## src/bb3_pkg.sv

```systemverilog
// ----------------------------------------------------------------------------
// bb3_pkg
// Shared constants and types of the 3x3 box blur unit.
// ----------------------------------------------------------------------------
package bb3_pkg;

  // Image geometry limits.
  localparam int MAX_WIDTH  = 1024;
  localparam int MAX_HEIGHT = 4096;

  // Field widths.
  localparam int PIX_W  = 8;
  localparam int ROW_W  = 12;
  localparam int COL_W  = 10;
  localparam int WID_W  = 11;
  localparam int HGT_W  = 13;
  localparam int CFG_W  = 13;
  localparam int CFG_IDX_W = 1;

  // Register indexes of the configuration port.
  localparam logic [CFG_IDX_W-1:0] CFG_IMAGE_WIDTH  = CFG_IDX_W'(0);
  localparam logic [CFG_IDX_W-1:0] CFG_IMAGE_HEIGHT = CFG_IDX_W'(1);

  // Line RAM: one entry per column, holding the two previous rows.
  localparam int ADDR_W = $clog2(MAX_WIDTH);
  localparam int LINE_W = 2 * PIX_W;

  // Arithmetic widths: a column sum of three pixels and the sum of nine.
  localparam int CSUM_W = PIX_W + 2;
  localparam int SUM_W  = PIX_W + 4;

  // Division by nine as multiplication by ceil(2^16 / 9); exact for sums below 32768.
  localparam int RECIP_W     = 13;
  localparam int RECIP_SHIFT = 16;
  localparam logic [RECIP_W-1:0] RECIP = RECIP_W'(((1 << RECIP_SHIFT) + 8) / 9);

  // Output queue.
  localparam int FIFO_DEPTH = 8;
  localparam int FIFO_AW    = $clog2(FIFO_DEPTH);
  localparam int CNT_W      = $clog2(FIFO_DEPTH + 1);

  // Stream data widths.
  localparam int IN_TDATA_W  = 8;
  localparam int OUT_TDATA_W = 32;

  // Per-item tag that travels with a pixel through the pipeline.
  typedef struct packed {
    logic             emit;
    logic             last;
    logic [ROW_W-1:0] row;
    logic [COL_W-1:0] col;
  } meta_t;

  // One finished result as stored in the output queue.
  typedef struct packed {
    logic             last;
    logic [COL_W-1:0] col;
    logic [ROW_W-1:0] row;
    logic [PIX_W-1:0] blur;
  } out_item_t;

endpackage

```

## src/bb3_div9.sv

```systemverilog
// ----------------------------------------------------------------------------
// bb3_div9
// Truncating division of the window sum by nine through a reciprocal.
// ----------------------------------------------------------------------------
module bb3_div9 import bb3_pkg::*; (
  input  logic             clk,
  input  logic             rst_n,
  input  logic             in_valid,
  input  meta_t            in_meta,
  input  logic [SUM_W-1:0] in_sum,
  output logic             out_valid,
  output meta_t            out_meta,
  output logic [PIX_W-1:0] out_blur
);

  logic [SUM_W+RECIP_W-1:0] prod;
  logic                     v_r;
  meta_t                    meta_r;
  logic [PIX_W-1:0]         blur_r;

  // floor(sum * RECIP / 2^16) equals floor(sum / 9) over the whole sum range.
  assign prod = (SUM_W+RECIP_W)'(in_sum) * (SUM_W+RECIP_W)'(RECIP);

  always_ff @(posedge clk) begin
    if (!rst_n) begin
      v_r <= 1'b0;
    end else begin
      v_r <= in_valid;
    end
  end

  always_ff @(posedge clk) begin
    if (in_valid) begin
      meta_r <= in_meta;
      blur_r <= prod[RECIP_SHIFT +: PIX_W];
    end
  end

  assign out_valid = v_r;
  assign out_meta  = meta_r;
  assign out_blur  = blur_r;

endmodule

```

## config.mk

```make
export PLATFORM = sky130hd
export DESIGN_NAME = bb3_div9
export DESIGN_NICKNAME = d
export VERILOG_FILES = /design/src/bb3_pkg.sv /design/src/bb3_div9.sv
export SDC_FILE = /design/constraint.sdc
export NUM_CORES = 1
export LEC_CHECK = 0
export BUFFER_PORTS_ARGS = -buffer_cell sky130_fd_sc_hd__buf_2
export CAP_MARGIN = 20
export CORE_ASPECT_RATIO = 1.2
export CORE_MARGIN = 2
export CORE_UTILIZATION = 45
export DETAILED_ROUTE_END_ITERATION = 6
export GPL_TIMING_DRIVEN = 0
export PLACE_DENSITY = 0.71
export SYNTH_ARGS = -nofsm -noshare
export SYNTH_HDL_FRONTEND = slang
export SYNTH_SLANG_ARGS = --single-unit
```

## constraint.sdc

```tcl
create_clock -name clk -period 4.8 [get_ports clk]
set_input_delay 0.72 -clock clk [delete_from_list [all_inputs] [get_ports clk]]
set_output_delay 0.72 -clock clk [all_outputs]
set_load 0.05 [all_outputs]
```

Word-level counts from Yosys, hierarchy flattened
Cells that the tools add are included.
Cells by class
  $mul: 1
Operators with widths (number)
  $mul A12 B12 Y23 const B: 1
Storage, ports and cells
  bits in registers: 33
  input bits: 39
  output and inout port bits: 33
  logic and storage cells: 7

Logic depth before layout (Yosys ltp)
  word-level depth: 1
  depth in mapped cells: 17
  depth with buffers taken out: 17

Least setup slack after synthesis
Ideal clock, no wire load.
  path kind: in2reg
  start point: input in_sum[1]
  end point: register blur_r[5], in the netlist out_blur[5] (data pin)
  library setup time: 0.265 ns
  data arrival time: 4.617 ns
  data required time: 4.535 ns
  setup slack: -0.082 ns
  cell stages on the path: 17
  path buffers: 0
  cell sequence: inv_1 > fa_1 > inv_1 > ha_1 > inv_1 > fa_1 > inv_1 > fa_1 > inv_1 > fa_1 > inv_1 > ha_1 > a21oi_1 > nand2_1 > o311ai_4 > o21ai_0 > xor2_1
Between the ends
  word-level cells in the longest chain between the ends: 1
RTL lines
  start, declared: RTL line bb3_div9.sv:10  | input logic [SUM_W-1:0] in_sum,
  $mul A12 B12 Y23: RTL line bb3_div9.sv:22  | assign prod = (SUM_W+RECIP_W)'(in_sum) * (SUM_W+RECIP_W)'(RECIP);
  named net prod[21]: RTL line bb3_div9.sv:16  | logic [SUM_W+RECIP_W-1:0] prod;
  end signal, assigned: RTL line bb3_div9.sv:35  | blur_r <= prod[RECIP_SHIFT +: PIX_W];
  end, declared: RTL line bb3_div9.sv:19  | logic [PIX_W-1:0] blur_r;
The timed path passes the listed nets, and every way through them passes these cells.
A chain may end at the register's enable or synchronous reset.

Final worst setup path
  start point: input in_sum[3]
  end point: register blur_r[7], in the netlist out_blur[7] (data pin)
The elaborated chain is that of the path after synthesis.

==> impl_metrics.env <==
export IMPL_run_status="completed"
export IMPL_die_height_um=97.2
export IMPL_coreArea_um2=6940
export IMPL_synthCells=288
export IMPL_layout_area_overhead_vs_synth_pct=19.3
export IMPL_final_cell_count_no_fill=456
export IMPL_worstPathCellList="buf_6, inv_2, fa_1, inv_2, ha_4, inv_2, fa_1, inv_1, fa_1, inv_2, fa_1, inv_2, ha_4, a21oi_4, nand2_2, a211oi_1, o22ai_1, xnor2_1"
export IMPL_pre_cts_ws_ps=-395
export IMPL_die_area_um2=7930
export IMPL_total_power_mw=2.47
export IMPL_final_period_utilization=0.973
export IMPL_hold_ws_ps=615
export IMPL_ys_ff_latch=33
export IMPL_cts_buffers_inserted=5
export IMPL_std_cell_rows=33
export IMPL_power_net_switching_mw=1.24
export IMPL_clock_sink_count=33
export IMPL_syn_cell_area_um2=3250
export IMPL_slew_headroom=0.551
export IMPL_yosys_warnings=0
export IMPL_place_congestion=0.888
export IMPL_worst_setup_path_type="in -> reg"
export IMPL_start_util=0.469
export IMPL_worst_setup_path_start_kind="input pin"
export IMPL_power_share_combinational=0.754
export IMPL_placedInstanceArea_um2=3740
export IMPL_cts_htree_levels=2
export IMPL_ios=72
export IMPL_p_int_mw=1.23
export IMPL_setup_violations_final=0
export IMPL_filler_cell_count=617
export IMPL_data_arrival_time_of_the_critical_path_ps=4690
export IMPL_cellPowerDensity_nw_per_um2=637
export IMPL_holdPathStages=1
export IMPL_cts_reportedPaths_clkPinSlew_ps=60
export IMPL_drive_gt1_frac=0.293
export IMPL_grt_overflow_total=0
export IMPL_place_hpwl_mm=5.53
export IMPL_maxCapViolCount=0
export IMPL_multi_input_area_um2=2060
export IMPL_drt_iter0_drc=90
export IMPL_initial_antenna_violation_count=0
export IMPL_cp_slowest_cell="sky130_fd_sc_hd__fa_1"
export IMPL_finalSetupTns_ps=0
export IMPL_overall_via_count_from_detail_route=2269
export IMPL_p_clk_frac=0.077
export IMPL_power_sequential_fraction=0.169
export IMPL_path_common_cell="sky130_fd_sc_hd__inv_2"
export IMPL_fp_dieW_um=81.6
export IMPL_timing_max_transition_violations_final=0
export IMPL_power_share_switching=0.501
export IMPL_hold_path_class="in -> reg"
export IMPL_final_area_um2=3880
export IMPL_post_drt_wl_per_cell_um=14.0
export IMPL_synth_nets=422
export IMPL_worst_ep_required_time_ps=4820
export IMPL_period_needed_ps=4670
export IMPL_min_delay_start="in_meta[15]"
export IMPL_max_clock_freq_mhz=214
export IMPL_layout_common_cells="sky130_fd_sc_hd__buf_2, sky130_fd_sc_hd__inv_1, sky130_fd_sc_hd__ha_1, sky130_fd_sc_hd__edfxtp_1, sky130_fd_sc_hd__fa_1"
export IMPL_mean_number_of_vias_per_cell=4.98
export IMPL_synth_lib_cells_used_distinct=37
export IMPL_final_hold_violation_count=0
export IMPL_critical_path_max_stage_delay_ps=540
export IMPL_setup_slack_ps=131
export IMPL_layout_commonest_cell="sky130_fd_sc_hd__buf_2"
export IMPL_power_static_leakage_nw=1.96
export IMPL_crit_path_end_kind="flip-flop"
export IMPL_groute_usage_overall=0.168
export IMPL_cp_top_family="adder cells"
export IMPL_syn_mean_instance_area_um2=11.3
export IMPL_critical_path_max_fanout=4
export IMPL_grt_first_pass_wirelength_mm=10.2
export IMPL_drtAntennaViolNets=0
export IMPL_dp_cells=446
export IMPL_tritoncts="built"
export IMPL_worst_hold_path_endpoint="out_meta[15]"
export IMPL_remaining_drc_errors=0
export IMPL_tightest_slew_ps=673
export IMPL_final_util=0.560
export IMPL_final_seq_area_um2=981
export IMPL_drt_first_pass_iters=4
export IMPL_maximum_buffer_depth_of_the_clock_tree=2
export IMPL_port_buffers=71
export IMPL_vdd_ir_drop_max_mv=0.341
export IMPL_synth_yosys_seq_area_share=0.301
export IMPL_via_count_of_the_first_global_routing_pass=2300
export IMPL_diodes=0
export IMPL_wirelength_mm=6.39
export IMPL_cp_buffers_inverters=7
export IMPL_final_net_count=502
export IMPL_clockRootBuffer="sky130_fd_sc_hd__clkbuf_8"
export IMPL_grt_start_max_net_pins=34
[cell families after synthesis]
| family | after synthesis | synth area share |
|---|---|---|
| buf+inv | 71 | 0.0823 |
| compound gates | 44 | 0.101 |
| fa+ha+maj | 95 | 0.432 |
| simple gates | 33 | 0.0511 |
| xor+xnor | 12 | 0.0323 |
| flops | 33 | 0.301 |
[layer usage]
layer	track usage	vias to the layer above	wire length [um]
met2	0.290	84	3100
li1	-	1131	-
met3	0.0158	16	382
met4	0.0962	0	235
met5	0	-	0
met1	0.198	1038	2680
[worst max-delay path by stage]
stage,depth (start not counted),endpoint,slack (ps),startpoint
global placement,18,out_blur[6],-350,in_sum[3]
CTS,18,out_blur[6],4,in_sum[1]
floorplan,17,out_blur[6],3,in_sum[1]
global route,19,out_blur[3],-5,in_sum[3]
detailed placement,18,out_blur[6],-390,in_sum[3]
finish,18,out_blur[7],130,in_sum[3]
[synthesized netlist by cell type (all sizes together)]
master   number  area, um2
nor3          2       10.0
and2          2       15.0
o21bai        1       7.51
a2111oi       1       15.0
fa           29        581
a22o          1       8.76
o22ai         2       12.5
xor2          7       61.3
or3           1       7.51
o21ai        10       50.1
a21boi        2       18.8
a221o         1       10.0
a21o          2       15.0
nor2          7       26.3
and3          1       11.3
ha           66        826
nand4         2       12.5
buf           1       5.00
dfxtp         1       20.0
inv          70        263
nand2        12       45.0
a21oi        14       77.6
nor3b         1       12.5
o211ai        4       35.0
a41oi         1       8.76
xnor2         5       43.8
o311ai        1       26.3
nand2b        1       6.26
o311a         1       10.0
a211oi        3       32.5
nand3         4       20.0
edfxtp       32        961
[sequential cells by signal (all words and copies together), names as in the netlist]
register,count
out_blur,8
out_valid,1
out_meta,24
[repair_timing]
item | CTS | global route
pin swaps | 3 | 7
hold buffers | 0 | 0
endpoints found under the setup margin | 5 | 6
setup buffers | 0 | 2
endpoints found under the hold margin | 0 | 0
resized for setup | 1 | 15
[layout make-up]
class / count / share of cell area
multi-input cells: 184 / 0.531
clock inverters: 2 / 0.00258
well taps: 87 / 0.0280
plain buffers: 1 / 0.00129
repair buffers: 73 / 0.0979
clock buffers: 6 / 0.0187
flip-flops and latches: 33 / 0.253
inverters: 70 / 0.0677
[power by group through the flow]
| stage | Combinational (mW) | Clock, mW | Sequential (mW) |
|---|---|---|---|
| after detailed placement | 1.76 | 0 | 0.425 |
| final | 1.86 | 0.190 | 0.418 |
| after floorplan | 1.21 | 0 | 0.609 |
| after global routing | 2.10 | 0.212 | 0.422 |
| after CTS | 1.78 | 0.199 | 0.419 |
| after global placement | 1.72 | 0 | 0.425 |
Power figures use the tool's default switching activity.
