[src/bb3_pkg.sv]
// ----------------------------------------------------------------------------
// bb3_pkg
// Shared constants and types of the 3x3 box blur unit.
// ----------------------------------------------------------------------------
package bb3_pkg;

  // Image geometry limits.
  localparam int MAX_WIDTH  = 1024;
  localparam int MAX_HEIGHT = 4096;

  // Field widths.
  localparam int PIX_W  = 8;
  localparam int ROW_W  = 12;
  localparam int COL_W  = 10;
  localparam int WID_W  = 11;
  localparam int HGT_W  = 13;
  localparam int CFG_W  = 13;
  localparam int CFG_IDX_W = 1;

  // Register indexes of the configuration port.
  localparam logic [CFG_IDX_W-1:0] CFG_IMAGE_WIDTH  = CFG_IDX_W'(0);
  localparam logic [CFG_IDX_W-1:0] CFG_IMAGE_HEIGHT = CFG_IDX_W'(1);

  // Line RAM: one entry per column, holding the two previous rows.
  localparam int ADDR_W = $clog2(MAX_WIDTH);
  localparam int LINE_W = 2 * PIX_W;

  // Arithmetic widths: a column sum of three pixels and the sum of nine.
  localparam int CSUM_W = PIX_W + 2;
  localparam int SUM_W  = PIX_W + 4;

  // Division by nine as multiplication by ceil(2^16 / 9); exact for sums below 32768.
  localparam int RECIP_W     = 13;
  localparam int RECIP_SHIFT = 16;
  localparam logic [RECIP_W-1:0] RECIP = RECIP_W'(((1 << RECIP_SHIFT) + 8) / 9);

  // Output queue.
  localparam int FIFO_DEPTH = 8;
  localparam int FIFO_AW    = $clog2(FIFO_DEPTH);
  localparam int CNT_W      = $clog2(FIFO_DEPTH + 1);

  // Stream data widths.
  localparam int IN_TDATA_W  = 8;
  localparam int OUT_TDATA_W = 32;

  // Per-item tag that travels with a pixel through the pipeline.
  typedef struct packed {
    logic             emit;
    logic             last;
    logic [ROW_W-1:0] row;
    logic [COL_W-1:0] col;
  } meta_t;

  // One finished result as stored in the output queue.
  typedef struct packed {
    logic             last;
    logic [COL_W-1:0] col;
    logic [ROW_W-1:0] row;
    logic [PIX_W-1:0] blur;
  } out_item_t;

endpackage

[src/bb3_window.sv]
// ----------------------------------------------------------------------------
// bb3_window
// Line RAM write-back, 3x3 window of column sums and the sum of nine.
// ----------------------------------------------------------------------------
module bb3_window import bb3_pkg::*; (
  input  logic              clk,
  input  logic              rst_n,
  input  logic              clear,
  input  logic              in_valid,
  input  meta_t             in_meta,
  input  logic [ADDR_W-1:0] in_addr,
  input  logic [PIX_W-1:0]  in_pixel,
  input  logic [LINE_W-1:0] rd_data,
  output logic              wr_en,
  output logic [ADDR_W-1:0] wr_addr,
  output logic [LINE_W-1:0] wr_data,
  output logic              mid_valid,
  output logic              out_valid,
  output meta_t             out_meta,
  output logic [SUM_W-1:0]  out_sum
);

  logic [PIX_W-1:0]  up1;
  logic [PIX_W-1:0]  up2;
  logic [CSUM_W-1:0] col_sum;
  logic [CSUM_W-1:0] cs0_r, cs1_r, cs2_r;
  logic              v2_r;
  meta_t             meta2_r;
  logic              v3_r;
  meta_t             meta3_r;
  logic [SUM_W-1:0]  sum_r;

  // Entry layout: low byte is row r-1, high byte is row r-2.
  assign up1 = rd_data[PIX_W-1:0];
  assign up2 = rd_data[LINE_W-1:PIX_W];

  // Read-modify-write: the old r-1 byte moves up, the new pixel becomes r-1.
  assign wr_en   = in_valid;
  assign wr_addr = in_addr;
  assign wr_data = {up1, in_pixel};

  assign col_sum = CSUM_W'(up2) + CSUM_W'(up1) + CSUM_W'(in_pixel);

  // Window shift: the newest column sum enters on the right.
  always_ff @(posedge clk) begin
    if (!rst_n || clear) begin
      cs0_r <= '0;
      cs1_r <= '0;
      cs2_r <= '0;
    end else if (in_valid) begin
      cs0_r <= cs1_r;
      cs1_r <= cs2_r;
      cs2_r <= col_sum;
    end
  end

  // Stage valids; only interior positions travel on.
  always_ff @(posedge clk) begin
    if (!rst_n) begin
      v2_r <= 1'b0;
      v3_r <= 1'b0;
    end else begin
      v2_r <= in_valid && in_meta.emit;
      v3_r <= v2_r;
    end
  end

  // The window is complete in the cycle after the shift; add its three columns.
  always_ff @(posedge clk) begin
    if (in_valid) begin
      meta2_r <= in_meta;
    end
    if (v2_r) begin
      meta3_r <= meta2_r;
      sum_r   <= SUM_W'(cs0_r) + SUM_W'(cs1_r) + SUM_W'(cs2_r);
    end
  end

  assign mid_valid = v2_r;
  assign out_valid = v3_r;
  assign out_meta  = meta3_r;
  assign out_sum   = sum_r;

endmodule

[config.mk]
export PLATFORM = sky130hd
export DESIGN_NAME = bb3_window
export DESIGN_NICKNAME = d
export VERILOG_FILES = /design/src/bb3_pkg.sv /design/src/bb3_window.sv
export SDC_FILE = /design/constraint.sdc
export NUM_CORES = 1
export LEC_CHECK = 0
export ABC_AREA = 0
export BUFFER_PORTS_ARGS = -buffer_cell sky130_fd_sc_hd__buf_4
export CAP_MARGIN = 20
export CORE_ASPECT_RATIO = 1.5
export CORE_UTILIZATION = 51
export DETAILED_ROUTE_END_ITERATION = 10
export PLACE_DENSITY_LB_ADDON = 0.05
export SLEW_MARGIN = 20
export SYNTH_ARGS = -nofsm -noshare
export SYNTH_HDL_FRONTEND = slang
export SYNTH_SLANG_ARGS = --single-unit
[constraint.sdc]
create_clock -name clk -period 2.6 [get_ports clk]
set_input_delay 0.26 -clock clk [delete_from_list [all_inputs] [get_ports clk]]
set_output_delay 0.26 -clock clk [all_outputs]
set_load 0.01 [all_outputs]
* Word-level counts from Yosys, hierarchy flattened
Cells that the tools add are included.
** Cells by class
- Reduce and logical (&&, ||, !) cells :: 3
- Add/sub/neg operators :: 4
** Operator list (count)
- $add A11 B10 Y12 :: 1
- $add A10 B10 Y11 :: 1
- $add A9 B8 Y10 :: 1
- $add A8 B8 Y9 :: 1
- $logic_and A1 B1 Y1 :: 1
- $logic_not A1 Y1 :: 1
- $logic_or A1 B1 Y1 :: 1
** Word-level totals
- Output and inout bits :: 65
- Bits in registers :: 92

* Logic depth before layout (Yosys ltp)
- Depth in word-level cells :: 2
- Gate-level depth with buffers :: 11
- Mapped depth without buffers :: 11

* Worst setup path after synthesis
Ideal clock, no wire load.
- Path kind :: input to register
- Start point :: input in_pixel[1]
- End point :: register cs2_r[7]
- Path buffers :: 0
- Path slack :: 0.281 ns
- Stages on the path :: 8
- Arrival :: 2.184 ns
- Cell sequence :: fa_1 > ha_1 > fa_1 > a211o_1 > o211ai_1 > nand2b_1 > a211oi_1 > o32ai_1
** On the way
- Longest elaborated chain between the ends :: 1
** Ends and longest elaborated chain
- start: declaration :: RTL line bb3_window.sv:12 : input logic [PIX_W-1:0] in_pixel,
- $add A9 B8 Y10 :: RTL line bb3_window.sv:42 : assign col_sum = CSUM_W'(up2) + CSUM_W'(up1) + CSUM_W'(in_pixel);
- end signal: assignment :: RTL line bb3_window.sv:53 : cs2_r <= col_sum;
- end: declaration :: RTL line bb3_window.sv:26 : logic [CSUM_W-1:0] cs0_r, cs1_r, cs2_r;
No other way between the ends.
A chain may end at the register's enable or synchronous reset.

* Worst setup path in the final report
- Start point :: register cs0_r[1]
- End point :: register sum_r[9] (netlist: out_sum[9]) (data pin)
** On the way
- Longest elaborated chain between the ends :: 2
** Ends and longest elaborated chain
- start: declaration :: RTL line bb3_window.sv:26
- start signal: assignment :: RTL line bb3_window.sv:51 : cs0_r <= cs1_r;
- $add A10 B10 Y11 :: RTL line bb3_window.sv:75 : sum_r <= SUM_W'(cs0_r) + SUM_W'(cs1_r) + SUM_W'(cs2_r);
- $add A11 B10 Y12 :: RTL line bb3_window.sv:75
- end signal: assignment :: RTL line bb3_window.sv:75
- end: declaration :: RTL line bb3_window.sv:31 : logic [SUM_W-1:0] sum_r;
No other way between the ends.

==> summary.txt <==
outcome = complete, no violations
1st-iter DRT viols = 105
period utilisation layout = 0.944
clock slew at reported path FFs = 0.06 ns
largest family of logic cells by synthesized area = adder cells
Worst setup SP type = flip-flop
Ant. Diodes = 0
Max stage delay on crit path = 0.55 ns
R2R depth = 9
max cap viols = 0
DRT Pass-1 Iters = 4
worst rel slew slack = 0.420
Max Clk Rate = 0.407 GHz
Ys Warns = 0
endpoint class of the critical path = flip-flop
Pwr Density = 652 nW/µm²
minimum clock period = 2.45 ns
Syn Area/Cell = 13.4 µm²
Reg2Reg Capture Point = out_sum[9]
grt ovf = 0
Worst Path Max Fanout = 3
antenna violations before repair = 0
layout cells sized above 1 = 0.319
cell taking the most area after synthesis = edfxtp_1
CTS tree = built
CP Launch Point = cs0_r[1]
Gate Count Post-Synth = 314
Setup crit end = out_sum[9]
Final WS setup = 0.146 ns
Worst VDD drop = 394 µV
port buffer count = 106
Vias = 2,577
worst-skew pair later-pin latency = 0.33 ns
Initial Util = 0.527
Total GRT Usage = 0.167
WL/cell = 13.3 µm
Cell Rows = 40
synthesized flop and latch total = 92
Top delay family on crit path = adder cells
critical-path cell list = fa_1 -> ha_2 -> inv_1 -> fa_1 -> nor2b_1 -> o2111ai_1 -> nand3_1 -> o41ai_2 -> xnor2_1
Synth Area in Simple Gates = 0.0652
Area Growth Syn to Fin = 24.5%
root buf cell = clkbuf_16
setup TNS = 0 ns
Mapped Area = 4220 µm²
number of global-route vias before repair = 2,465
Placer Congestion = 0.717
Final ANT Viol Nets = 0
largest net degree at the start of global routing = 65
adder-cell area share of the yosys netlist = 0.142
Setup Skew = 0.00391 ns
CP Buf/Inv Count = 1
Critical R2R Launch = cs0_r[1]
Top cell by count, worst path = fa_1
clock buffer count from CTS = 9
final number of setup-violating endpoints = 0
Seq/Total Area, Yosys = 0.579
post-CTS setup buffer count = 0
dpl cell area = 4930 µm²
nets = 498
R2R Setup Slk = 0.15 ns
DR vias/cell = 5.05
Synth Area in Compound Gates = 0.0638
Hold Slack = 0.104 ns
final wirelength = 6.77 mm
Yosys cell types = 37
Sink Count = 92
number of cells on the critical path = 9
CP max-delay cell = fa_1
Min-Delay Path Class = in2reg
worst slack at placement = 0.00446 ns
Worst Path Arrival = 2.52 ns
H-tree level count = 3
core area = 8010 µm²
Synth Area in XOR/XNOR = 0.0187
Detail Placement HPWL = 5.01 mm
post-synthesis mux area share = 0.0572
die width = 76.3 µm
# IOs = 127
top cells by area, synth = edfxtp_1 (43%), dfxtp_1 (15%), fa_1 (9.5%)
post-synth top area share = 0.427
syn_nets = 412
Die Area = 8650 µm²
first-pass GRT wire length = 11.1 mm
static leakage = 0.00226 µW
RSZ-0062 raised after global routing = no
final instance area = 5250 µm²
CP required = 2.67 ns
worst-margin pin slew = 0.870 ns
Max Slew Vio Count = 0
Die Height = 113 µm
DRC Markers = 0
Clock Path Buffers = 2
Crit Path Class = reg2reg
final hold viol count = 0
[worst min path at each step]
stage | cells past startpoint | end | start
5_1_grt | 1 | meta2_r[9] | in_meta[9]
3_3_place_gp | 0 | out_meta[2] | meta2_r[2]
6_report | 1 | meta2_r[21] | in_meta[21]
3_5_place_dp | 0 | out_meta[15] | meta2_r[15]
4_1_cts | 1 | meta2_r[9] | in_meta[9]
2_1_floorplan | 0 | meta2_r[0] | in_meta[0]
[area by class of cell]
class / count / area, µm²
fill: 639 / 2750
multi-input combinational: 168 / 1470
inverter: 20 / 75.1
timing repair buffer: 109 / 818
tap: 105 / 131
sequential: 92 / 2440
clock buffer: 10 / 229
clock inverter: 6 / 88.8
[repair_timing]
item / 4_1_cts / 5_1_grt
resized for setup: 0 / 1
setup endpoints to repair: 0 / 2
hold buffers: 0 / 0
hold endpoints to repair: 0 / 0
[power breakdown]
part | switching [µW] | internal [µW] | leakage (µW) | total (µW)
Sequential | 30.3 | 1640 | 0.000835 | 1670
Combinational | 205 | 214 | 0.00128 | 419
Clock | 498 | 841 | 0.000149 | 1340
Total | 734 | 2690 | 0.00226 | 3420
[state kept, by name (all words and copies together), names as in the netlist]
register	cells
cs2_r	10
out_valid	1
mid_valid	1
cs0_r	10
out_sum	12
cs1_r	10
out_meta	24
meta2_r	24
[metrics by stage]
step,total power [µW],instances,util
finish,3420,510,0.656
CTS,3480,510,0.656
global route,3570,510,0.656
detailed placement,2120,494,0.616
floorplan,1970,314,-
global placement,2110,494,0.616
[synthesized netlist by cell type, drive strengths merged]
cell,n
ha,16
edfxtp,60
nor4b,1
nor2,33
nand2b,6
and2,1
clkbuf,1
o22ai,1
nor3b,3
xnor2,7
o21ai,11
fa,20
a31o,1
o211ai,2
nand2,8
mux2,1
o2111ai,1
dfxtp,32
a211o,4
inv,20
nor3,1
a21oi,7
o31ai,1
o32ai,1
a211oi,6
and3,1
a21o,3
buf,33
xor2,2
o41ai,1
mux2i,23
nand3,4
nor2b,2
[cells in the final DEF, fill, tap and decap left out, drive strengths merged, types with 4 or more instances in the layout]
| master | synthesis | layout |
|---|---|---|
| nand2 | 8 | 8 |
| clkbuf | 1 | 10 |
| edfxtp | 60 | 60 |
| inv | 20 | 20 |
| o21ai | 11 | 11 |
| nand2b | 6 | 6 |
| ha | 16 | 16 |
| buf | 33 | 109 |
| a211oi | 6 | 6 |
| a211o | 4 | 4 |
| nand3 | 4 | 4 |
| dfxtp | 32 | 32 |
| fa | 20 | 20 |
| nor2 | 33 | 33 |
| mux2i | 23 | 23 |
| xnor2 | 7 | 7 |
| a21oi | 7 | 7 |
[routing by layer]
| layer | part of all wire | track usage |
|---|---|---|
| met1 | 0.41 | 0.188 |
| met2 | 0.52 | 0.294 |
| met4 | 0.019 | 0.0808 |
| met5 | 0 | 0 |
| met3 | 0.056 | 0.0432 |
[cells by family (layout without fill, tap and decap cells)]
kind of cell,after synthesis,in the layout
mux,24,24
buf+inv,54,145
xor+xnor,9,9
fa+ha+maj,36,36
simple gates,60,60
compound gates,39,39
flops,92,92
[worst reg2reg max path, cell delays in order, from the launching register on]
cell	delay [ns]
dfxtp_1	0.33
fa_1	0.55
ha_2	0.21
inv_1	0.05
fa_1	0.40
nor2b_1	0.17
o2111ai_1	0.12
nand3_1	0.14
o41ai_2	0.10
xnor2_1	0.14
Power figures use the tool's default switching activity.
