File: src/bb3_pkg.sv
// ----------------------------------------------------------------------------
// bb3_pkg
// Shared constants and types of the 3x3 box blur unit.
// ----------------------------------------------------------------------------
package bb3_pkg;

  // Image geometry limits.
  localparam int MAX_WIDTH  = 1024;
  localparam int MAX_HEIGHT = 4096;

  // Field widths.
  localparam int PIX_W  = 8;
  localparam int ROW_W  = 12;
  localparam int COL_W  = 10;
  localparam int WID_W  = 11;
  localparam int HGT_W  = 13;
  localparam int CFG_W  = 13;
  localparam int CFG_IDX_W = 1;

  // Register indexes of the configuration port.
  localparam logic [CFG_IDX_W-1:0] CFG_IMAGE_WIDTH  = CFG_IDX_W'(0);
  localparam logic [CFG_IDX_W-1:0] CFG_IMAGE_HEIGHT = CFG_IDX_W'(1);

  // Line RAM: one entry per column, holding the two previous rows.
  localparam int ADDR_W = $clog2(MAX_WIDTH);
  localparam int LINE_W = 2 * PIX_W;

  // Arithmetic widths: a column sum of three pixels and the sum of nine.
  localparam int CSUM_W = PIX_W + 2;
  localparam int SUM_W  = PIX_W + 4;

  // Division by nine as multiplication by ceil(2^16 / 9); exact for sums below 32768.
  localparam int RECIP_W     = 13;
  localparam int RECIP_SHIFT = 16;
  localparam logic [RECIP_W-1:0] RECIP = RECIP_W'(((1 << RECIP_SHIFT) + 8) / 9);

  // Output queue.
  localparam int FIFO_DEPTH = 8;
  localparam int FIFO_AW    = $clog2(FIFO_DEPTH);
  localparam int CNT_W      = $clog2(FIFO_DEPTH + 1);

  // Stream data widths.
  localparam int IN_TDATA_W  = 8;
  localparam int OUT_TDATA_W = 32;

  // Per-item tag that travels with a pixel through the pipeline.
  typedef struct packed {
    logic             emit;
    logic             last;
    logic [ROW_W-1:0] row;
    logic [COL_W-1:0] col;
  } meta_t;

  // One finished result as stored in the output queue.
  typedef struct packed {
    logic             last;
    logic [COL_W-1:0] col;
    logic [ROW_W-1:0] row;
    logic [PIX_W-1:0] blur;
  } out_item_t;

endpackage

File: src/bb3_out_fifo.sv
// ----------------------------------------------------------------------------
// bb3_out_fifo
// Small output queue that decouples the pipeline from the result consumer.
// ----------------------------------------------------------------------------
module bb3_out_fifo import bb3_pkg::*; (
  input  logic             clk,
  input  logic             rst_n,
  input  logic             push,
  input  out_item_t        push_item,
  input  logic             pop_ready,
  output logic             pop_valid,
  output out_item_t        pop_item,
  output logic [CNT_W-1:0] count
);

  out_item_t          buf_q [FIFO_DEPTH];
  logic [FIFO_AW-1:0] wr_ptr_r;
  logic [FIFO_AW-1:0] rd_ptr_r;
  logic [CNT_W-1:0]   count_r;
  logic               pop;

  assign pop_valid = (count_r != '0);
  assign pop       = pop_valid && pop_ready;
  assign pop_item  = buf_q[rd_ptr_r];
  assign count     = count_r;

  // Pointers and fill level. The producer never pushes into a full queue.
  always_ff @(posedge clk) begin
    if (!rst_n) begin
      wr_ptr_r <= '0;
      rd_ptr_r <= '0;
      count_r  <= '0;
    end else begin
      if (push) begin
        wr_ptr_r <= wr_ptr_r + FIFO_AW'(1);
      end
      if (pop) begin
        rd_ptr_r <= rd_ptr_r + FIFO_AW'(1);
      end
      case ({push, pop})
        2'b10:   count_r <= count_r + CNT_W'(1);
        2'b01:   count_r <= count_r - CNT_W'(1);
        default: count_r <= count_r;
      endcase
    end
  end

  // Storage.
  always_ff @(posedge clk) begin
    if (push) begin
      buf_q[wr_ptr_r] <= push_item;
    end
  end

endmodule

File: config.mk
export PLATFORM = sky130hd
export DESIGN_NAME = bb3_out_fifo
export DESIGN_NICKNAME = d
export VERILOG_FILES = /design/src/bb3_pkg.sv /design/src/bb3_out_fifo.sv
export SDC_FILE = /design/constraint.sdc
export NUM_CORES = 1
export LEC_CHECK = 0
export BUFFER_PORTS_ARGS = -buffer_cell sky130_fd_sc_hd__buf_2
export CORE_MARGIN = 3
export CORE_UTILIZATION = 55
export DETAILED_ROUTE_END_ITERATION = 6
export GPL_TIMING_DRIVEN = 1
export PLACE_DENSITY_LB_ADDON = 0.2
export SYNTH_ARGS = -nofsm -noshare
export SYNTH_HDL_FRONTEND = slang
export SYNTH_SLANG_ARGS = --single-unit
File: constraint.sdc
create_clock -name clk -period 8.1 [get_ports clk]
set_input_delay 1.62 -clock clk [delete_from_list [all_inputs] [get_ports clk]]
set_output_delay 1.62 -clock clk [all_outputs]
set_load 0.01 [all_outputs]
# After elaboration in Yosys (flattened, before gate mapping)
# Memory sizes are Yosys's and may differ from the RTL's. A register that Yosys moved wholly into a read port is not among the register bits.
# Cells that the tools add are included.
dict set report totals {
  mem_count 1
  ramBits 248
  output_inout_bits 36
  reg_bits 10
  elab_cells 18
}
# memory depth word_bits read_ports rd_ports_with_merged_regs write_ports line
set mem_list {}
lappend mem_list {buf_q 8 31 1 1 1 bb3_out_fifo.sv:16} ;# out_item_t buf_q [FIFO_DEPTH];
dict set report op_classes {
  n_reduce_logical 3
  add_sub_neg 4
  n_eq_ne 2
  muxes 5
}
# op count
set ops {}
lappend ops {{one-hot mux 4 bit (2 select lines)} 1}
lappend ops {{adder 3 x 1 -> 3 bit, second input constant} 2}
lappend ops {{2-to-1 mux 3 bit} 2}
lappend ops {{adder 4 x 1 -> 4 bit, second input constant} 1}
lappend ops {{nonzero test 4 bit} 1}
lappend ops {{subtractor 4 x 1 -> 4 bit, second input constant} 1}
lappend ops {{equality test 2 x 1 -> 1 bit, second input constant} 1}
lappend ops {{equality test 2 bit, second input constant} 1}
lappend ops {{2-to-1 mux 1 bit} 2}
lappend ops {{nonzero test 2 bit} 1}
lappend ops {{logical AND 1 bit} 1}

# Longest topological paths before layout
# Gate-level depths: netlist (run 1).
dict set report logic_depth {
  ltp_word 4
  depth_mapped 10
}

# Least setup slack after synthesis (run 1)
# Ideal clock, no wire load.
dict set report synth_path {
  path_type {input to register}
  from {input push}
  to {memory buf_q[0][0] in the netlist's numbering, enable pin}
  arrival_time_ps 3854
  n_path_buf 0
  path_stages 2
  path_slack_ps 3788
  setup_time_ps 458
  path_cell_list {nand2b_1 > nor3_1}
}
dict set report synth_via {
  elab_chain_cells 2
}
# element line
set synth_lines {}
lappend synth_lines {{from (decl)} bb3_out_fifo.sv:8} ;# input logic push,
lappend synth_lines {{2-to-1 mux 1 bit} bb3_out_fifo.sv:50} ;# if (push) begin
lappend synth_lines {{2-to-1 mux 1 bit (not written as such)} bb3_out_fifo.sv:51} ;# buf_q[wr_ptr_r] <= push_item;
lappend synth_lines {{to (decl)} bb3_out_fifo.sv:16}
# Every way passes these cells.

==> impl_table.tex, run 1 <==
\begin{tabular}{lr}
\hline
Metric & Value \\
\hline
\multicolumn{2}{l}{\textbf{Routing}} \\
\quad Number of nets with antenna violations after routing & 0 \\
\quad Number of optimization iterations in the first detailed-route pass & 4 \\
\quad Residual DRC & 0 \\
\quad Detail-routed net length per standard cell & 23.30 um \\
\quad Vias post-DR & approximately 4500 \\
\quad Number of design-rule violations left by the first detailed-router iteration & 223 \\
\quad Post-DR vias/cell & around 5.9 \\
\quad Total detailed-routing wirelength & around 18000 um \\
\multicolumn{2}{l}{\textbf{Critical path}} \\
\quad Max Fanout on Critical Path & 62 \\
\quad Top Family by Delay on Critical Path & flip-flops \\
\quad Arrival time reported for the critical path endpoint & between 2 and 3 ns \\
\quad Kind of end point of the critical path & output port \\
\quad CP required & 6.48 ns \\
\quad Number of buffer and inverter instances along the worst setup path & 1 \\
\quad Peak per-stage delay on the critical path & $\sim$1.1 ns \\
\quad Series of cell instances along the critical path & mux4\_1, mux2\_2, buf\_2 \\
\quad Crit Path Class & reg2out \\
\quad Master of the slowest instance on the critical path & dfxtp\_4 \\
\quad Element type at the critical path start & flip-flop \\
\multicolumn{2}{l}{\textbf{Flow run}} \\
\quad Maximum capacitance violations & 0 \\
\multicolumn{2}{l}{\textbf{Logic synthesis}} \\
\quad Post-synth design cell area & $\sim$10000 um2 \\
\quad Cells after Synth & 430 \\
\quad Post-Synth Simple-Gate Area & 0.01741 \\
\quad Xor/xnor share of the synthesized area & 0.006009 \\
\quad Synth cell types & 28 \\
\quad \#FFs+latches synth & between 200 and 300 \\
\quad Synthesized-area fraction occupied by ao, oa, aoi and oai cells & 0.004170 \\
\quad Proportion of synthesized chip area in sequential cells & 0.7555 \\
\quad Post-synthesis net count & 470 \\
\quad Synthesized-area fraction occupied by adder cells & 0.006132 \\
\quad Multiplexer area fraction after synthesis & 0.1979 \\
\quad Synth Area per Inst & 23.73 um2 \\
\quad Combinational family with the most area after synthesis & multiplexers \\
\quad Synth Warn \# & 0 \\
\multicolumn{2}{l}{\textbf{Placed design}} \\
\quad DP Wirelength & just under 10000 um \\
\quad Routability-driven placement congestion ratio & slightly above 0.7 \\
\quad Area after DPL & about 11000 um2 \\
\quad Port Buffers & 70 \\
\quad Worst slack after detailed placement & $\sim$4.3 ns \\
\multicolumn{2}{l}{\textbf{Clock network}} \\
\quad PostCTS Resize Cnt & 0 \\
\quad TritonCTS clock tree & yes \\
\quad Inserted Clock Buffers & 25 \\
\quad CTS Buffer Depth & 3 \\
\quad Clock Latency Late Sink & roughly 0.51 ns \\
\quad Number of post-CTS setup repair buffers & 0 \\
\quad Total clock sinks & $\sim$260 \\
\quad Post-cts hold buffer count & 0 \\
\quad CTS root buf & clkbuf\_16 \\
\quad CTS clock-pin slew for the worst setup and hold paths & roughly 0.06 ns \\
\quad H-tree Lvls & 1 \\
\multicolumn{2}{l}{\textbf{Layout}} \\
\quad Fill cell count & about 1200 \\
\quad Relative area change from synthesis to final layout & 14.01\% \\
\quad \# diodes & 0 \\
\quad Layout cell share with drive strength beyond 1 & 0.2940 \\
\quad Final core utilization & 0.6431 \\
\quad Finished layout cell area & approximately 12000 um2 \\
\quad Most frequent standard cell in the layout excluding fill and tap cells & edfxtp\_1 \\
\quad Total number of nets in the final design & roughly 560 \\
\quad Top library cells by usage in the layout, fill and taps aside & 248 x edfxtp\_1, 70 x buf\_2, 62 x mux4\_1 \\
\multicolumn{2}{l}{\textbf{Timing}} \\
\quad Setup WS post-layout & 3.782 ns \\
\quad Worst rel slew slack & 0.2837 \\
\quad Final cycle utilization of the critical path & 0.5331 \\
\quad Final Max Slew Viols & 0 \\
\quad Worst hold margin & slightly below 0.5 ns \\
\quad Final-layout setup total negative slack & 0 ns \\
\quad Clock period minus worst slack & about 4.3 ns \\
\quad Slew at the pin closest to its max-slew limit & about 1.1 ns \\
\quad Hold Fails Final Rpt & 0 \\
\quad Number of endpoints failing setup at the final stage & 0 \\
\quad RSZ-0062 raised after global routing & false \\
\quad Clock skew after layout & between 0.006 and 0.007 ns \\
\quad Highest clock frequency the design can meet & about 0.23 GHz \\
\multicolumn{2}{l}{\textbf{Floorplan}} \\
\quad Die width & between 100 and 150 um \\
\quad Initial core utilization & 0.5641 \\
\quad Die ar. & between 20000 and 25000 um2 \\
\quad Die height & between 100 and 150 um \\
\quad Placeable core region & around 18000 um2 \\
\quad I/O pin count & 71 \\
\quad Count of standard-cell rows & between 40 and 50 \\
\multicolumn{2}{l}{\textbf{Global routing}} \\
\quad Number of antenna violations at the first check in global routing & 0 \\
\quad Remaining Overflow, GRT & 0 \\
\quad Wire length of the first global-routing pass & 27290 um \\
\quad Pin count of the biggest net entering global routing & 63 \\
\quad Vias in the first global route & 4799 \\
\quad Combined global-route utilization of all metal layers & 0.1793 \\
\multicolumn{2}{l}{\textbf{Power}} \\
\quad Static Leak & 3.876 nW \\
\quad Power density over cell area & 275.9 nW/um2 \\
\quad Worst supply voltage drop on vdd & 0.2443 mV \\
\multicolumn{2}{l}{\textbf{Worst hold path}} \\
\quad Hold crit path type & reg2reg \\
\multicolumn{2}{l}{\textbf{Outcome}} \\
\quad Run status & complete, no violations \\
\hline
\end{tabular}
## Yosys cell counts
cell type    n  area, um2
or3_1        1      6.260
a41oi_1      1      8.760
a21oi_1      1      5.000
nor3_1       3      15.01
and2_1       6      37.54
a21boi_0     2      15.01
xnor2_1      4      35.03
dfxtp_1     13      260.3
mux2i_1      3      30.03
nand2b_1     4      25.02
edfxtp_1   248       7447
o21ai_0      1      5.000
nor4b_1      1      8.760
buf_1        2      7.510
nor2_1       6      22.52
ha_1         5      62.56
nor2b_1      2      12.51
nand2_2      1      6.260
nand3_1      2      10.01
or4_4        1      11.26
o41ai_1      1      8.760
inv_1        2      7.510
buf_6        7      78.83
mux2_2      32      360.4
mux4_1      62       1629
clkbuf_1    10      37.54
xor2_1       3      26.28
nand2_1      6      22.52
## cells by family (layout without fill, tap and decap cells)
group                      after synthesis  in the layout
DFF                                    261            261
muxes                                   97             97
and+or+nand+nor                         33             33
buffers and inverters                   21            125
xor gates and xnor gates                 7              7
AOI/OAI and AO/OA                        6              6
adders and majority gates                5              5
## per-stage QoR
| step | total power [W] | std cells |
|---|---|---|
| after floorplan | 0.001994 | 430 |
| after CTS | 0.003245 | 763 |
| after global placement | 0.002125 | 719 |
| after detailed placement | 0.002142 | 719 |
| after global routing | 0.003342 | 763 |
| final | 0.003209 | 763 |
## cell type report
cell class / count / area, um2 / share of cell area
clock buffer: 34 / 679.4 / 0.05841
timing repair buffer: 79 / 417.9 / 0.03593
tap: 229 / 286.5 / 0.02463
inverter: 2 / 7.507 / 0.0006454
multi-input combinational: 148 / 2419 / 0.2079
clock inverter: 10 / 107.6 / 0.009251
sequential: 261 / 7714 / 0.6632
## where the power goes
part           internal, W  switching (W)  leakage [nW]
sequential         0.00153      0.0000831          2.36
combinational     0.000287       0.000203          1.14
clock             0.000650       0.000458         0.374
## layer usage
layer,up-vias,global-route usage,wire length [um]
li1,2032,-,-
met1,2339,0.2350,7392
met2,97,0.3140,9230
met3,27,0.03327,832
met4,0,0.04596,323
met5,-,0,0
## tightest hold or removal path, cell delays in order (launching register included)
cell and delay, ns:
dfxtp_1 0.31, nand2_1 0.05, a21boi_0 0.09
## worst paths after layout
path | end | slack [ns] | cells past startpoint | from
min | flip-flop | 0.50 | 2 | rd_ptr_r[1]
max | pop_item[8] | 3.78 | 3 | flip-flop
max reg2reg | count[2] | 5.53 | 10 | count[1]
min reg2reg | flip-flop | 0.50 | 2 | rd_ptr_r[1]
## sequential cells by signal, summed over array words and instances (netlist names), named ones only
register and cells:
buf_q 248, count 4, rd_ptr_r 3, wr_ptr_r 3
(Power assumes the default switching activity.)
==> run 2, diff against run 1 <==
==> constraint.sdc (replaced) <==
create_clock -name clk -period 4.1 [get_ports clk]
set_input_delay 0.82 -clock clk [delete_from_list [all_inputs] [get_ports clk]]
set_output_delay 0.82 -clock clk [all_outputs]
set_load 0.01 [all_outputs]
==> run 2 against run 1 <==
  * Register-to-register slack worse by 4.0 ns
  * Power grew 100%
  * Worst hold slack worse by 0.015 ns
  * Largest power group unchanged
  * Sequential share of layout area decreased by 0.82 points
  * Sequential cell count unchanged
  * First-iteration DRC count grew 48%
  * Critical path type unchanged
  * Design area rose by 1.2%
  * Sequential power is 95% higher
  * Critical endpoint is now pop_item[23]
  * Critical path depth increased by 1
  * Utilization up 0.80 points
  * Setup slack worse by 3.1 ns
  * Via count rose by 0.96%
==> impl_table.tex, run 2 (synthesis gave the netlist of run 1 again) <==
\begin{tabular}{lr}
\hline
Metric & Value \\
\hline
\multicolumn{2}{l}{\textbf{Placed design}} \\
\quad DP Wirelength & 10390 um (+7.0\%) \\
\quad Cell count after placement & 727 (+1.1\%) \\
\quad Routability-driven placement congestion ratio & 0.7361 (+1.3\%) \\
\quad Port Buffers & 70 (unchanged) \\
\multicolumn{2}{l}{\textbf{Routing}} \\
\quad Total detailed-routing wirelength & 18150 um (+2.1\%) \\
\quad Detail-routed net length per standard cell & 23.41 um (+0.48\%) \\
\quad Post-DR vias/cell & 5.855 (-0.61\%) \\
\quad Vias post-DR & 4538 (+0.96\%) \\
\quad Number of nets with antenna violations after routing & 0 (unchanged) \\
\quad Residual DRC & 0 (unchanged) \\
\quad Number of design-rule violations left by the first detailed-router iteration & 331 (+48\%) \\
\quad Number of optimization iterations in the first detailed-route pass & 4 (unchanged) \\
\multicolumn{2}{l}{\textbf{Floorplan}} \\
\quad Initial core utilization & 0.5641 (unchanged) \\
\quad Die width & 142.2 um (unchanged) \\
\quad Count of standard-cell rows & 49 (unchanged) \\
\quad I/O pin count & 71 (unchanged) \\
\quad Die ar. & 20220 um2 (unchanged) \\
\quad Die height & 142.2 um (unchanged) \\
\quad Placeable core region & 18090 um2 (unchanged) \\
\multicolumn{2}{l}{\textbf{Global routing}} \\
\quad GRT met3 Usage & 0.03327 (unchanged) \\
\quad Remaining Overflow, GRT & 0 (unchanged) \\
\quad Combined global-route utilization of all metal layers & 0.1832 (+0.003883) \\
\quad Number of antenna violations at the first check in global routing & 1 (+1) \\
\quad Wire length of the first global-routing pass & 27740 um (+1.7\%) \\
\quad Grt met1 use & 0.2429 (+0.007908) \\
\quad Vias in the first global route & 4819 (+0.42\%) \\
\quad Fraction of met2 tracks used by global routing & 0.3148 (+0.0007453) \\
\quad Pin count of the biggest net entering global routing & 35 (-44\%) \\
\quad Global routing's busiest layer & met2 \\
\multicolumn{2}{l}{\textbf{Clock network}} \\
\quad H-tree Lvls & 1 (unchanged) \\
\quad Inserted Clock Buffers & 26 (+4.0\%) \\
\quad TritonCTS clock tree & yes \\
\quad CTS clock-pin slew for the worst setup and hold paths & 0.06 ns (about the same) \\
\quad Total clock sinks & 261 (unchanged) \\
\quad CTS root buf & clkbuf\_16 \\
\quad Clock Latency Late Sink & 0.52 ns (about the same) \\
\quad PostCTS Resize Cnt & 0 (unchanged) \\
\quad Number of post-CTS setup repair buffers & 0 (unchanged) \\
\quad Post-cts hold buffer count & 0 (unchanged) \\
\quad CTS Buffer Depth & 3 (unchanged) \\
\multicolumn{2}{l}{\textbf{Timing}} \\
\quad Hold Fails Final Rpt & 0 (unchanged) \\
\quad Clock skew after layout & 0.006374 ns (-0.00006417 ns) \\
\quad Clock period minus worst slack & roughly 3.4 ns \\
\quad Final Max Slew Viols & 0 (unchanged) \\
\quad Worst rel slew slack & 0.3403 (+0.05666) \\
\quad Number of endpoints failing setup at the final stage & 0 (unchanged) \\
\quad Final-layout setup total negative slack & 0 ns (unchanged) \\
\quad Slew at the pin closest to its max-slew limit & 0.9895 ns (-0.07917 ns) \\
\quad RSZ-0062 raised after global routing & false \\
\quad Highest clock frequency the design can meet & about 0.29 GHz \\
\quad Final cycle utilization of the critical path & 0.8396 \\
\multicolumn{2}{l}{\textbf{Critical path}} \\
\quad Crit Path Class & reg2out \\
\quad Max Fanout on Critical Path & 32 (-48\%) \\
\quad Kind of end point of the critical path & output port \\
\quad Arrival time reported for the critical path endpoint & 2.62 ns (-0.08 ns) \\
\quad Element type at the critical path start & flip-flop \\
\quad CP required & 3.28 ns (-3.20 ns) \\
\multicolumn{2}{l}{\textbf{Layout}} \\
\quad Largest Register & buf\_q \\
\quad Total number of nets in the final design & 566 (+1.6\%) \\
\quad Largest register FFs & 248 (unchanged) \\
\quad Post-Layout Cell Count & 775 (+1.6\%) \\
\quad Relative area change from synthesis to final layout & 15.43\% \\
\quad Final core utilization & 0.6511 (+0.008025) \\
\quad \# diodes & 0 (unchanged) \\
\quad Fill cell count & 1160 (-4.7\%) \\
\quad Top library cells by usage in the layout, fill and taps aside & 248 x edfxtp\_1, 70 x buf\_2, 62 x mux4\_1 \\
\quad Layout cell share with drive strength beyond 1 & 0.3114 (+0.01735) \\
\quad Most frequent standard cell in the layout excluding fill and tap cells & edfxtp\_1 \\
\multicolumn{2}{l}{\textbf{Flow run}} \\
\quad Maximum capacitance violations & 0 (unchanged) \\
\multicolumn{2}{l}{\textbf{Worst hold path}} \\
\quad Hold crit path type & reg2reg \\
\multicolumn{2}{l}{\textbf{Power}} \\
\quad Static Leak & 3.973 nW (+2.5\%) \\
\quad Power density over cell area & 551.8 nW/um2 (+100\%) \\
\quad Final Total Pwr & 0.006498 W (+100\%) \\
\quad Worst supply voltage drop on vdd & 0.3788 mV (+55\%) \\
\multicolumn{2}{l}{\textbf{Outcome}} \\
\quad Run status & complete, no violations \\
\hline
\end{tabular}
==> run 2: changes by cell type in the layout (fill, tap and decap cells not counted), sizes merged <==
cell      change
clkinv        +4
clkinvlp      -2
clkbuf        +2
buf           +8
==> run 2: path summary, 6_finish.rpt <==
path | slack, ns | start | endpoint | depth (start not counted)
worst min register to register | 0.48 | count[3] | count[3] | 2
worst max-delay path | 0.66 | flip-flop | pop_item[23] | 4
worst min-delay path | 0.48 | count[3] | count[3] | 2
worst max register to register | 1.54 | count[1] | count[2] | 10
==> run 2: critical path: stages, from the launching register on <==
cell and delay (ns):
dfxtp_4 0.70, buf_4 0.36, mux4_1 0.60, mux2_2 0.29
buf_2 0.14
==> run 2: layout make-up <==
| type | count | area, um2 | share of cell area |
|---|---|---|---|
| multi-input cells | 148 | 2419 | 0.2054 |
| well taps | 229 | 286.5 | 0.02433 |
| inverters | 2 | 7.507 | 0.0006375 |
| flip-flops and latches | 261 | 7714 | 0.6550 |
| clock buffers | 36 | 750.7 | 0.06375 |
| clock inverters | 12 | 108.9 | 0.009243 |
| repair buffers | 87 | 490.5 | 0.04165 |
==> run 2: metrics by stage <==
| step | hold WS [ns] | setup WS, ns | cell area, um2 |
|---|---|---|---|
| 2_1_floorplan | 0.4667 | 0.5885 | 10200 |
| 3_3_place_gp | 0.4635 | 1.166 | 10920 |
| 3_5_place_dp | 0.4749 | 1.140 | 10920 |
| 4_1_cts | 0.4830 | 0.5858 | 11780 |
| 5_1_grt | 0.4931 | 0.5321 | 11780 |
| 6_report | 0.4826 | 0.6575 | 11780 |
==> run 2: report_power, final <==
part           internal [W]  switching (W)
registers           0.00302       0.000127
clock network       0.00140       0.000920
logic              0.000586       0.000448
total               0.00500        0.00150
==> run 2: metal layers <==
metal,share of wire,vias up
met1,0.42,2350
met5,0.00072,-
met2,0.52,101
met3,0.042,37
li1,-,2048
met4,0.025,2
==> run 3, diff against run 2 <==
--- a/config.mk
+++ b/config.mk
@@ -5,6 +5,7 @@
 export SDC_FILE = /design/constraint.sdc
 export NUM_CORES = 1
 export LEC_CHECK = 0
+export ABC_AREA = 1
 export BUFFER_PORTS_ARGS = -buffer_cell sky130_fd_sc_hd__buf_2
 export CORE_MARGIN = 3
 export CORE_UTILIZATION = 55
==> constraint.sdc (replaced) <==
create_clock -name clk -period 3.4 [get_ports clk]
set_input_delay 0.68 -clock clk [delete_from_list [all_inputs] [get_ports clk]]
set_output_delay 0.68 -clock clk [all_outputs]
set_load 0.01 [all_outputs]
==> run 3 against run 2 <==
  * Combinational power rose by 89%
  * Register-to-register slack worse by 0.22 ns
  * Design area shrank 0.80%
  * Power increased by 28%
  * Clock power grew 13%
  * Critical path depth up 4
  * Setup slack got worse by 0.096 ns
  * Wire length up 16%
  * Critical path type unchanged
  * Largest power group unchanged
  * Highest routed layer unchanged
==> impl_table.tex, run 3 <==
\begin{tabular}{lr}
\hline
Metric & Value \\
\hline
\multicolumn{2}{l}{\textbf{Outcome}} \\
\quad Run status & complete, no violations \\
\multicolumn{2}{l}{\textbf{Placed design}} \\
\quad Port Buffers & 70 (unchanged) \\
\quad Worst slack after detailed placement & 1.115 ns (-0.02545 ns) \\
\quad DP Wirelength & 11700 um (+13\%) \\
\quad Routability-driven placement congestion ratio & 0.7975 (+8.3\%) \\
\quad Cell count after placement & 1058 (+46\%) \\
\multicolumn{2}{l}{\textbf{Clock network}} \\
\quad Inserted Clock Buffers & 26 (unchanged) \\
\quad CTS Buffer Depth & 3 (unchanged) \\
\quad PostCTS Resize Cnt & 0 (unchanged) \\
\quad Clock Latency Late Sink & 0.51 ns (about the same) \\
\quad H-tree Lvls & 1 (unchanged) \\
\quad TritonCTS clock tree & yes \\
\quad Total clock sinks & 261 (unchanged) \\
\quad CTS clock-pin slew for the worst setup and hold paths & 0.06 ns (about the same) \\
\quad CTS root buf & clkbuf\_16 \\
\quad Number of post-CTS setup repair buffers & 0 (unchanged) \\
\quad Post-cts hold buffer count & 0 (unchanged) \\
\multicolumn{2}{l}{\textbf{Timing}} \\
\quad Final Max Slew Viols & 0 (unchanged) \\
\quad Worst hold margin & 0.4409 ns (-0.04166 ns) \\
\quad Worst rel slew slack & 0.4927 (+0.1524) \\
\quad Highest clock frequency the design can meet & roughly 0.35 GHz \\
\quad Slew at the pin closest to its max-slew limit & 0.7601 ns (-0.2294 ns) \\
\quad RSZ-0062 raised after global routing & false \\
\quad Clock skew after layout & 0.01237 ns (+0.005992 ns) \\
\quad Hold Fails Final Rpt & 0 (unchanged) \\
\quad Final-layout setup total negative slack & 0 ns (unchanged) \\
\quad Clock period minus worst slack & about 2.8 ns \\
\quad Setup WS post-layout & 0.5617 ns (-0.09573 ns) \\
\quad Number of endpoints failing setup at the final stage & 0 (unchanged) \\
\quad Final cycle utilization of the critical path & 0.8348 \\
\multicolumn{2}{l}{\textbf{Critical path}} \\
\quad CP required & 2.72 ns (-0.56 ns) \\
\quad Arrival time reported for the critical path endpoint & 2.16 ns (-0.46 ns) \\
\quad Crit Path Class & reg2out \\
\quad Element type at the critical path start & flip-flop \\
\quad Max Fanout on Critical Path & 124 (+290\%) \\
\quad Kind of end point of the critical path & output port \\
\multicolumn{2}{l}{\textbf{Floorplan}} \\
\quad Die width & 143.3 um (+0.78\%) \\
\quad Placeable core region & 18270 um2 (+1.0\%) \\
\quad I/O pin count & 71 (unchanged) \\
\quad Initial core utilization & 0.5675 (+0.003430) \\
\quad Count of standard-cell rows & 49 (unchanged) \\
\quad Die ar. & 20540 um2 (+1.6\%) \\
\quad Die height & 143.3 um (+0.78\%) \\
\multicolumn{2}{l}{\textbf{Layout}} \\
\quad Largest Register & buf\_q \\
\quad Fill cell count & 1343 (+16\%) \\
\quad Layout cell share with drive strength beyond 1 & 0.1495 (-0.1618) \\
\quad Relative area change from synthesis to final layout & 12.67\% \\
\quad Combined area of the multi-input logic cells & 2320 um2 (-4.1\%) \\
\quad Area taken by flip-flops and latches & 7715 um2 (about the same) \\
\quad Most frequent standard cell in the layout excluding fill and tap cells & edfxtp\_1 \\
\quad Top library cells by usage in the layout, fill and taps aside & 248 x edfxtp\_1, 128 x nor2\_1, 110 x nand2\_1 \\
\quad Total number of nets in the final design & 897 (+58\%) \\
\quad \# diodes & 0 (unchanged) \\
\quad Post-Layout Cell Count & 1105 (+43\%) \\
\quad Largest register FFs & 248 (unchanged) \\
\multicolumn{2}{l}{\textbf{Logic synthesis}} \\
\quad Ranking of synthesized cells by instance count & 248 x edfxtp\_1, 136 x nor2\_1, 110 x nand2\_1 \\
\quad Cells after Synth & 785 (+83\%) \\
\quad Fraction of synthesized cell area taken by the top area cell type & 0.7182 (-0.01172) \\
\quad Post-synthesis net count & 825 (+76\%) \\
\quad Proportion of synthesized chip area in sequential cells & 0.7433 (-0.01212) \\
\quad Synth Warn \# & 0 (unchanged) \\
\quad Biggest area consumer among synthesized cells & edfxtp\_1 \\
\quad Number of flops mapped to enable cells by yosys & 248 (unchanged) \\
\quad Most used DFF post-synth & edfxtp\_1 \\
\quad Ranking of synthesized cells by area & edfxtp\_1 72\%, nor2\_1 4.9\%, nand2\_1 4.0\% \\
\quad Leading cell type by number of instances after synthesis & edfxtp\_1 \\
\quad \#FFs+latches synth & 261 (unchanged) \\
\quad Synth Area per Inst & 13.21 um2 (-44\%) \\
\quad Post-synth design cell area & 10370 um2 (+1.6\%) \\
\quad Synth cell types & 24 (-14\%) \\
\quad Fraction of registers with async set/reset & 0 (unchanged) \\
\multicolumn{2}{l}{\textbf{Routing}} \\
\quad Number of optimization iterations in the first detailed-route pass & 4 (unchanged) \\
\quad Met2 wire len & 10260 um (+9.4\%) \\
\quad Number of nets with antenna violations after routing & 0 (unchanged) \\
\quad Number of design-rule violations left by the first detailed-router iteration & 420 (+27\%) \\
\quad Vias post-DR & 6247 (+38\%) \\
\quad Total detailed-routing wirelength & 20970 um (+16\%) \\
\quad Post-DR vias/cell & 5.653 (-3.5\%) \\
\quad Detail-routed net length per standard cell & 18.98 um (-19\%) \\
\quad Detailed-route wire length on metal 1 & 8942 um (+18\%) \\
\quad Top sig layer & met5 \\
\quad Routed length on met3 & 1136 um (+49\%) \\
\quad Residual DRC & 0 (unchanged) \\
\multicolumn{2}{l}{\textbf{Global routing}} \\
\quad Number of antenna violations at the first check in global routing & 1 (unchanged) \\
\quad Pin count of the biggest net entering global routing & 125 (+260\%) \\
\quad Combined global-route utilization of all metal layers & 0.2033 (+0.02009) \\
\quad Wire length of the first global-routing pass & 32530 um (+17\%) \\
\quad Remaining Overflow, GRT & 0 (unchanged) \\
\quad Vias in the first global route & 6221 (+29\%) \\
\multicolumn{2}{l}{\textbf{Power}} \\
\quad Power density over cell area & 710.9 nW/um2 (+29\%) \\
\quad Static Leak & 4.130 nW (+4.0\%) \\
\quad Worst supply voltage drop on vdd & 0.5055 mV (+33\%) \\
\multicolumn{2}{l}{\textbf{Worst hold path}} \\
\quad Hold crit path type & in2reg \\
\multicolumn{2}{l}{\textbf{Flow run}} \\
\quad Maximum capacitance violations & 0 (unchanged) \\
\hline
\end{tabular}
## run 3: logic make-up (layout without fill, tap and decap cells)
kind of cell             after synthesis  after routing  share of synthesized area
AO/OA/AOI/OAI                        174            174                    0.08773
XOR/XNOR                               3              3                   0.002535
adder cells (fa/ha/maj)                5              5                   0.006034
buffers and inverters                 60            151                    0.03873
flip-flops                           261            261                     0.7433
multiplexers                          31             31                    0.02993
AND/OR/NAND/NOR                      251            251                    0.09171
## run 3: layout make-up
cell class	instances	share of cell area
flip-flops and latches	261	0.6604
multi-input cells	464	0.1986
clock buffers	35	0.06040
repair buffers	87	0.04413
well taps	229	0.02453
clock inverters	12	0.006533
inverters	17	0.005462
## run 3: path summary, 6_finish.rpt
check	start	to	slack, ns	cells after the start
worst max register to register	count[1]	count[2]	1.32	13
worst min register to register	rd_ptr_r[2]	flip-flop	0.50	2
worst max-delay path	flip-flop	pop_item[21]	0.56	8
worst min-delay path	push_item[17]	buf_q[4][17]	0.44	1
## run 3: metal layers
layer	GRT usage	vias up
met5	0	-
met4	0.07037	2
met3	0.03328	55
met2	0.3462	195
met1	0.2692	3021
li1	-	2974
## run 3: worst max-delay path, cell delays in order (launching register included)
cell and delay (ns):
dfxtp_4 0.37, buf_12 0.44, nor2_1 0.10, nor2_1 0.11, o21ai_0 0.10, o21ai_1 0.13, nand2_1 0.08, nand2_1 0.14
buf_2 0.15
## run 3: power by group
group / switching, W / internal (W)
Combinational: 0.00124 / 0.000707
Clock: 0.00110 / 0.00152
Sequential: 0.000103 / 0.00364
## run 3: metrics by stage
stage | total power (W) | util | cell area, um2
6_report | 0.008305 | 0.6394 | 11680
5_1_grt | 0.008734 | 0.6394 | 11680
4_1_cts | 0.008366 | 0.6394 | 11680
3_5_place_dp | 0.005754 | 0.5966 | 10900
3_3_place_gp | 0.005699 | 0.5966 | 10900
2_1_floorplan | 0.005263 | - | 10370
